===== src/design/bil_pkg.sv =====
`default_nettype none

package bil_pkg;

  localparam int unsigned LANES      = 4;
  localparam int unsigned CHAN_W     = 8;
  localparam int unsigned PIX_W      = LANES * CHAN_W;
  localparam int unsigned FRAC_W     = 4;
  localparam int unsigned FRAC_ONE   = 16;
  // one row blend: at most 255 * 16
  localparam int unsigned ROW_W      = CHAN_W + FRAC_W;
  // full 2x2 blend: at most 255 * 256
  localparam int unsigned SUM_W      = ROW_W + FRAC_W;
  localparam int unsigned SCALE_W    = 9;
  localparam logic [SCALE_W-1:0] OPAQUE_SCALE = SCALE_W'(256);

  typedef struct packed {
    logic [PIX_W-1:0]  top_left;
    logic [PIX_W-1:0]  top_right;
    logic [PIX_W-1:0]  bottom_left;
    logic [PIX_W-1:0]  bottom_right;
    logic [FRAC_W-1:0] frac_x;
    logic [FRAC_W-1:0] frac_y;
    logic              span_end;
  } pix_in_t;

  typedef struct packed {
    logic [PIX_W-1:0] filtered_pixel;
    logic             span_end_out;
  } pix_out_t;

  typedef struct packed {
    logic [LANES-1:0][ROW_W-1:0] top;
    logic [LANES-1:0][ROW_W-1:0] bot;
    logic [FRAC_W-1:0]           frac_y;
    logic                        span_end;
  } row_t;

  typedef struct packed {
    logic [LANES-1:0][CHAN_W-1:0] val;
    logic                         span_end;
  } col_t;

endpackage

`default_nettype wire


===== src/design/bil_hstage.sv =====
`default_nettype none

module bil_hstage (
  input  wire logic            clk_i,
  input  wire logic            rst_ni,
  input  wire logic            valid_i,
  output logic                 stall_o,
  input  wire bil_pkg::pix_in_t data_i,
  output logic                 valid_o,
  input  wire logic            stall_i,
  output bil_pkg::row_t        data_o
);

  logic          valid_q;
  bil_pkg::row_t row_q, row_d;
  logic [bil_pkg::FRAC_W:0] wl;

  assign stall_o = valid_q && stall_i;

  always_comb begin
    wl = (bil_pkg::FRAC_W + 1)'(bil_pkg::FRAC_ONE) - {1'b0, data_i.frac_x};
    row_d.frac_y   = data_i.frac_y;
    row_d.span_end = data_i.span_end;
    for (int l = 0; l < bil_pkg::LANES; l++) begin
      row_d.top[l] =
        bil_pkg::ROW_W'(data_i.top_left[l*bil_pkg::CHAN_W +: bil_pkg::CHAN_W])
          * bil_pkg::ROW_W'(wl)
        + bil_pkg::ROW_W'(data_i.top_right[l*bil_pkg::CHAN_W +: bil_pkg::CHAN_W])
          * bil_pkg::ROW_W'(data_i.frac_x);
      row_d.bot[l] =
        bil_pkg::ROW_W'(data_i.bottom_left[l*bil_pkg::CHAN_W +: bil_pkg::CHAN_W])
          * bil_pkg::ROW_W'(wl)
        + bil_pkg::ROW_W'(data_i.bottom_right[l*bil_pkg::CHAN_W +: bil_pkg::CHAN_W])
          * bil_pkg::ROW_W'(data_i.frac_x);
    end
  end

  always_ff @(posedge clk_i or negedge rst_ni) begin
    if (!rst_ni) begin
      valid_q <= 1'b0;
    end else if (!stall_o) begin
      valid_q <= valid_i;
    end
  end

  always_ff @(posedge clk_i) begin
    if (!stall_o && valid_i) begin
      row_q <= row_d;
    end
  end

  assign valid_o = valid_q;
  assign data_o  = row_q;

endmodule

`default_nettype wire


===== src/design/bil_vstage.sv =====
`default_nettype none

module bil_vstage (
  input  wire logic          clk_i,
  input  wire logic          rst_ni,
  input  wire logic          valid_i,
  output logic               stall_o,
  input  wire bil_pkg::row_t data_i,
  output logic               valid_o,
  input  wire logic          stall_i,
  output bil_pkg::col_t      data_o
);

  logic          valid_q;
  bil_pkg::col_t col_q, col_d;
  logic [bil_pkg::FRAC_W:0] wt;
  logic [bil_pkg::SUM_W-1:0] sum;

  assign stall_o = valid_q && stall_i;

  always_comb begin
    wt = (bil_pkg::FRAC_W + 1)'(bil_pkg::FRAC_ONE) - {1'b0, data_i.frac_y};
    col_d.span_end = data_i.span_end;
    sum = '0;
    for (int l = 0; l < bil_pkg::LANES; l++) begin
      sum = bil_pkg::SUM_W'(data_i.top[l]) * bil_pkg::SUM_W'(wt)
          + bil_pkg::SUM_W'(data_i.bot[l]) * bil_pkg::SUM_W'(data_i.frac_y);
      col_d.val[l] = sum[bil_pkg::SUM_W-1 -: bil_pkg::CHAN_W];
    end
  end

  always_ff @(posedge clk_i or negedge rst_ni) begin
    if (!rst_ni) begin
      valid_q <= 1'b0;
    end else if (!stall_o) begin
      valid_q <= valid_i;
    end
  end

  always_ff @(posedge clk_i) begin
    if (!stall_o && valid_i) begin
      col_q <= col_d;
    end
  end

  assign valid_o = valid_q;
  assign data_o  = col_q;

endmodule

`default_nettype wire


===== src/design/bil_astage.sv =====
`default_nettype none

module bil_astage (
  input  wire logic                        clk_i,
  input  wire logic                        rst_ni,
  input  wire logic [bil_pkg::SCALE_W-1:0] alpha_scale_i,
  input  wire logic                        valid_i,
  output logic                             stall_o,
  input  wire bil_pkg::col_t               data_i,
  output logic                             valid_o,
  input  wire logic                        stall_i,
  output bil_pkg::pix_out_t                data_o
);

  localparam int unsigned PROD_W = 2 * bil_pkg::CHAN_W;

  logic              valid_q;
  bil_pkg::pix_out_t out_q, out_d;
  logic              opaque;
  logic [PROD_W-1:0] prod;

  assign stall_o = valid_q && stall_i;
  // any scale with the top bit set counts as opaque
  assign opaque  = alpha_scale_i >= bil_pkg::OPAQUE_SCALE;

  always_comb begin
    out_d.span_end_out = data_i.span_end;
    prod = '0;
    for (int l = 0; l < bil_pkg::LANES; l++) begin
      prod = PROD_W'(data_i.val[l])
           * PROD_W'(alpha_scale_i[bil_pkg::CHAN_W-1:0]);
      // lane values already fit 8 bits, so saturation never bites
      out_d.filtered_pixel[l*bil_pkg::CHAN_W +: bil_pkg::CHAN_W] =
        opaque ? data_i.val[l] : prod[PROD_W-1 -: bil_pkg::CHAN_W];
    end
  end

  always_ff @(posedge clk_i or negedge rst_ni) begin
    if (!rst_ni) begin
      valid_q <= 1'b0;
    end else if (!stall_o) begin
      valid_q <= valid_i;
    end
  end

  always_ff @(posedge clk_i) begin
    if (!stall_o && valid_i) begin
      out_q <= out_d;
    end
  end

  assign valid_o = valid_q;
  assign data_o  = out_q;

endmodule

`default_nettype wire


===== src/design/bilinear_rgba8_filter_4bit_top.sv =====
`default_nettype none

// Channel   | Signals                                      | Direction
// ----------+----------------------------------------------+----------
// pixel in  | in_valid_i, in_stall_o, in_data_i            | in
// pixel out | out_valid_o, out_stall_i, out_data_o         | out
// alpha cfg | alpha_scale_we_i, alpha_scale_wdata_i        | in
//
// One item per clock while out_stall_i does not hold the pipeline; stages: row blend, column blend, alpha scale.
// Each stage register accepts whenever it is empty or its successor moves, so
// bubbles close up under stall and nothing is dropped or repeated.
// Reset empties the pipeline and sets alpha scale to opaque (256).

module bilinear_rgba8_filter_4bit_top (
  input  wire logic                        clk_i,
  input  wire logic                        rst_ni,
  input  wire logic                        in_valid_i,
  output logic                             in_stall_o,
  input  wire bil_pkg::pix_in_t            in_data_i,
  output logic                             out_valid_o,
  input  wire logic                        out_stall_i,
  output bil_pkg::pix_out_t                out_data_o,
  input  wire logic                        alpha_scale_we_i,
  input  wire logic [bil_pkg::SCALE_W-1:0] alpha_scale_wdata_i
);

  logic [bil_pkg::SCALE_W-1:0] alpha_scale_q;
  logic                        h_valid, h_stall, v_valid, v_stall;
  bil_pkg::row_t               h_data;
  bil_pkg::col_t               v_data;

  always_ff @(posedge clk_i or negedge rst_ni) begin
    if (!rst_ni) begin
      alpha_scale_q <= bil_pkg::OPAQUE_SCALE;
    end else if (alpha_scale_we_i) begin
      alpha_scale_q <= alpha_scale_wdata_i;
    end
  end

  bil_hstage u_hstage (
    .clk_i   (clk_i),
    .rst_ni  (rst_ni),
    .valid_i (in_valid_i),
    .stall_o (in_stall_o),
    .data_i  (in_data_i),
    .valid_o (h_valid),
    .stall_i (h_stall),
    .data_o  (h_data)
  );

  bil_vstage u_vstage (
    .clk_i   (clk_i),
    .rst_ni  (rst_ni),
    .valid_i (h_valid),
    .stall_o (h_stall),
    .data_i  (h_data),
    .valid_o (v_valid),
    .stall_i (v_stall),
    .data_o  (v_data)
  );

  bil_astage u_astage (
    .clk_i         (clk_i),
    .rst_ni        (rst_ni),
    .alpha_scale_i (alpha_scale_q),
    .valid_i       (v_valid),
    .stall_o       (v_stall),
    .data_i        (v_data),
    .valid_o       (out_valid_o),
    .stall_i       (out_stall_i),
    .data_o        (out_data_o)
  );

endmodule

`default_nettype wire

===== config.mk =====
export PLATFORM = sky130hd
export DESIGN_NAME = bilinear_rgba8_filter_4bit_top
export DESIGN_NICKNAME = d
export VERILOG_FILES = /design/src/design/bil_pkg.sv /design/src/design/bil_hstage.sv /design/src/design/bil_vstage.sv /design/src/design/bil_astage.sv /design/src/design/bilinear_rgba8_filter_4bit_top.sv
export SDC_FILE = /design/constraint.sdc
export NUM_CORES = 2
export LEC_CHECK = 0
export BUFFER_PORTS_ARGS = -buffer_cell sky130_fd_sc_hd__buf_2
export CELL_PAD_IN_SITES_DETAIL_PLACEMENT = 0
export CELL_PAD_IN_SITES_GLOBAL_PLACEMENT = 1
export CORE_MARGIN = 4
export CORE_UTILIZATION = 37
export CTS_CLUSTER_SIZE = 14
export DETAILED_ROUTE_END_ITERATION = 16
export GPL_TIMING_DRIVEN = 1
export PLACE_DENSITY_LB_ADDON = 0.1
export SYNTH_ARGS = -nofsm -noshare
export SYNTH_HDL_FRONTEND = slang
export SYNTH_SLANG_ARGS = --single-unit

===== constraint.sdc =====
create_clock -name clk_i -period 11.95 [get_ports clk_i]
set_clock_uncertainty 0.15 [all_clocks]
set_input_delay 1.7925 -clock clk_i [delete_from_list [all_inputs] [get_ports clk_i]]
set_output_delay 1.7925 -clock clk_i [all_outputs]
set_load 0.01 [all_outputs]

# Word-level counts from Yosys, hierarchy flattened
# Cells that the tools add are included.
[totals] ff_bits=179 rom_bits=0 word_cells=77 memories=0 latchBits=0 input_bits=151 out_inout_bits=35 ramBits=0
[classes] multipliers=28 n_lt_le_gt_ge=1 reduce_logical=9 n_bitwise=0 addsub=14 shift=0 mux=4 n_div=0 n_eq_ne=0
[op_table] op="adder 12 bit" n=8
[op_table] op="multiplier 8 x 4 -> 12 bit" n=8
[op_table] op="multiplier 8 x 5 -> 12 bit" n=8
[op_table] op="adder 16 bit" n=4
[op_table] op="multiplier 12 x 4 -> 16 bit" n=4
[op_table] op="multiplier 12 x 5 -> 16 bit" n=4
[op_table] op="multiplier 8 x 8 -> 16 bit" n=4
[op_table] op="two-way mux 8 bit" n=4
[op_table] op="subtractor 5 x 4 -> 5 bit, first input constant" n=2
[op_table] op=">= comparator 9 bit, second input constant" n=1
[op_table] op="logical AND 1 bit" n=6
[op_table] op="logical NOT 1 bit" n=3

# Longest topological paths before layout
[depth] word_depth=5 ltp_mapped=24 mapped_depth_nobuf=21

# Cells and area by module
# A second synthesis with hierarchy kept.
[hier_totals] cells_unflattened=4756 hier_area_um2=43914.6
[by_module_without_submodules] mod="bil_hstage" seq_area_each_um2=3057.9 n_inst=1 area_per_inst_um2=21165.3 cells_each=2300
[by_module_without_submodules] mod="bil_vstage" seq_area_each_um2=1016.0 n_inst=1 area_per_inst_um2=13360.3 cells_each=1475
[by_module_without_submodules] mod="bil_astage" seq_area_each_um2=1016.0 n_inst=1 area_per_inst_um2=9016.1 cells_each=962
[by_module_without_submodules] mod="bilinear_rgba8_filter_4bit_top" seq_area_each_um2=226.5 n_inst=1 area_per_inst_um2=372.9 cells_each=19

# Least setup slack after synthesis
# No wires, ideal clock.
[synth_path] kind="input-to-reg" start="in in_data_i[6] in the netlist's numbering" end="reg u_hstage.row_q, in the netlist u_hstage.data_o[40], data pin" path_buffers=4 arrival_time_ns=6.858 setup_slack_ns=4.682 required_time_ns=11.540 setup_ns=0.260 path_stages=22 cell_sequence="clkbuf_1 clkbuf_1 inv_1 ha_1 nor3b_2 clkbuf_1 clkbuf_1 nand2_1 fa_1 inv_1 fa_1 fa_1 inv_1 fa_1 inv_1 ha_1 a21oi_1 nor2b_1 o21a_1 o41ai_1 o21ai_0 xnor2_1"
[synth_rtl] element="start: declaration" line="bilinear_rgba8_filter_4bit_top.sv:19" source="input wire bil_pkg::pix_in_t in_data_i,"
[synth_rtl] element="end signal: assignment" line="bil_hstage.sv:48" source="row_q <= row_d;"
[synth_rtl] element="end: declaration" line="bil_hstage.sv:15" source="bil_pkg::row_t row_q, row_d;"

==> impl_metrics.ini <==
[sta]
fin_setup_tns_ns = 0
maxSlewHeadroom_pct = 34.6
finalMaxSlewViolations = 0
hold_viol_final = 0
rsz0062_at_grt = false
period_minus_slack_ns = 7.34
fmax_ghz = 0.136
setup_viol = 0
fin_crit_sh_pct = 61.4
max_slew.worst_pin.slew_ns = 0.980

[finish]
drive_gt1_share_pct = 5.88
layout_common_cells = 1114 x inv_1, 824 x fa_1, 811 x and2_1
syn_to_final_growth_pct = 7.31
final_common_cell = inv_1
layout.nets = 6076

[synthesis]
synthCells = 4568
seq_area_frac_synth_pct = 12.4
synth_enable_flop_cells = 167
dominantRegCellSynth = edfxtp_1
synth_nets = 5981
ys_seq_elements = 179
syn_area_um2 = 42900
ys.warnings.count = 0
avgSynthCellArea_um2 = 9.40
async_flop_share_pct = 6.70
ys_types = 60

[status]
status = finished clean

[min_path]
hp-class = reg2reg
hold_depth = 0
holdPathEnd = u_astage.data_o[0]
hp-start = u_vstage.data_o[0]

[critical_path]
worstSetupStartpointType = input port
worst_path_largest_cell_delay_ns = 0.66
r2r_cells = 20
cp-end-kind = register
r2r_start = u_hstage.data_o[1]
crit_chain = buf_4 > inv_1 > ha_2 > buf_4 > nand2_1 > fa_1 > inv_1 > fa_1 > fa_1 > inv_1 > fa_1 > inv_1 > ha_1 > a21oi_1 > nor2b_1 > o21a_1 > o41ai_1 > o21ai_0 > xnor2_1
r2r_setup_slack_ns = 5.40
crit_family = adder cells
path_buf_inv = 6
cp.required_ns = 12.06
path_max_fanout = 70
path_class = in2reg
arrival_ns = 7.45
worstReg2RegEnd = u_vstage.data_o[24]
slowest_stage = buf_4

[floorplanning]
die_h_um = 349
ios = 186
dieArea_um2 = 122000
coreArea_um2 = 115000
start_util_pct = 37.4
rows = 124
fp.dieW_um = 349

[clocking]
h-tree-depth = 4
worst_skew_pair.late_latency_ns = 0.51
cts_buffers = 17
cts_num_sinks = 179
cts_tree = yes
cts_resized = 0
clk_pin_slew_ns = 0.09
post-cts-setup-buffers = 0
clockRootBuffer = clkbuf_16
hold_buffers = 0
clockBufferDepth = 2

[grt]
grt_usage_pct = 18.0
grt_overflow = 0
grt_pass1_wl_mm = 174
grt_antenna_before_repair = 4
grt_pass1_vias = 31000
grt_max_degree = 71

[drt]
ant_nets = 0
drcViolationCount = 0
viasPerCell = 4.58
routed_wl_mm = 104
drt_pre_antenna_iters = 5
drt_iter0_markers = 1046
vias = 28400
wire_per_inst_um = 16.8

[placed_design]
gp_congestion = 0.782
port_buffers = 185
dp_hpwl_mm = 82.9

[run]
cap_violations = 0
synth_stat cells, types with 6 or more instances:
| master | number | share of area (%) |
|---|---|---|
| nand2b_1 | 10 | 0.15 |
| o21bai_1 | 7 | 0.12 |
| nand2_1 | 486 | 4.2 |
| nand3_1 | 10 | 0.12 |
| o41ai_1 | 6 | 0.12 |
| clkbuf_1 | 131 | 1.1 |
| o21ai_1 | 16 | 0.19 |
| nor2_1 | 56 | 0.49 |
| inv_1 | 1114 | 9.7 |
| ha_1 | 438 | 13 |
| xnor2_1 | 133 | 2.7 |
| o21a_1 | 24 | 0.42 |
| and2_1 | 813 | 12 |
| nor3_1 | 18 | 0.21 |
| a21oi_1 | 65 | 0.76 |
| a21o_1 | 37 | 0.65 |
| xor2_1 | 38 | 0.78 |
| o21ai_0 | 46 | 0.54 |
| fa_1 | 824 | 38 |
| dfrtp_1 | 11 | 0.64 |
| nand4_1 | 11 | 0.16 |
| nor2b_1 | 23 | 0.34 |
| edfxtp_1 | 167 | 12 |
| mux2_2 | 11 | 0.29 |
worst register-to-register path, delay by kind of cell (launching register included):
kind	cells	cell delay [ns]
buffers and inverters	6	1.35
xor gates and xnor gates	2	0.30
AOI/OAI and AO/OA	5	1.45
DFF	1	0.32
and+or+nand+nor	1	0.18
adders and majority gates	6	2.52
state kept, by name, summed over array words and instances (netlist names):
register          flops
u_vstage.valid_o      1
u_hstage.valid_o      1
u_astage.data_o      33
u_vstage.data_o      33
u_hstage.data_o     101
alpha_scale_q         9
u_astage.valid_o      1
per-layer routing:
metal  up-vias  GRT usage, %  wire [um]
met5         -             0          0
met4         0          2.49        857
met3        39          1.49       2790
met2       338          29.4      47200
met1     14300          26.9      53000
li1      13700             -          -
area by class of cell:
cell class / instances / area [um2]
Antenna cell: 1 / 2.50
Clock inverter: 15 / 146
Sequential cell: 179 / 5320
Inverter: 1114 / 4180
Tap cell: 1512 / 1890
Timing Repair Buffer: 213 / 1140
Fill cell: 11800 / 68700
Clock buffer: 17 / 425
Multi-Input combinational cell: 3138 / 33000
through the flow:
stage               instance area (um2)  std cells  utilization [%]  hold WS (ns)  setup slack [ns]
finish                            46100       6189             40.1         0.263              4.61
global route                      46100       6188             40.1         0.280              4.14
CTS                               46100       6188             40.1         0.266              4.59
detailed placement                45500       6156             39.6         0.256              4.01
global placement                  45500       6156             39.6         0.254              4.05
floorplan                         42900       4568                -         0.250              4.68
kinds of logic after synthesis:
family / Yosys count / share of synthesized area, %
fa+ha+maj: 1262 / 51.2
compound gates: 250 / 3.80
flops: 179 / 12.4
buf+inv: 1251 / 11.0
mux: 11 / 0.289
xor+xnor: 171 / 3.49
simple gates: 1444 / 17.9
worst max path at each step:
stage / cells past startpoint / slack (ns) / startpoint / endpoint
after floorplan: 22 / 4.68 / in_data_i[6] / u_hstage.data_o[40]
after global placement: 19 / 4.05 / in_data_i[5] / u_hstage.data_o[28]
after detailed placement: 19 / 4.01 / in_data_i[5] / u_hstage.data_o[28]
after CTS: 19 / 4.59 / in_data_i[5] / u_hstage.data_o[28]
after global routing: 20 / 4.14 / in_data_i[7] / u_hstage.data_o[28]
final: 19 / 4.61 / in_data_i[5] / u_hstage.data_o[64]
Power is left out: the tool's default activity adds up to more than one toggle a clock period on the data nets, which glitch-free logic cannot reach.
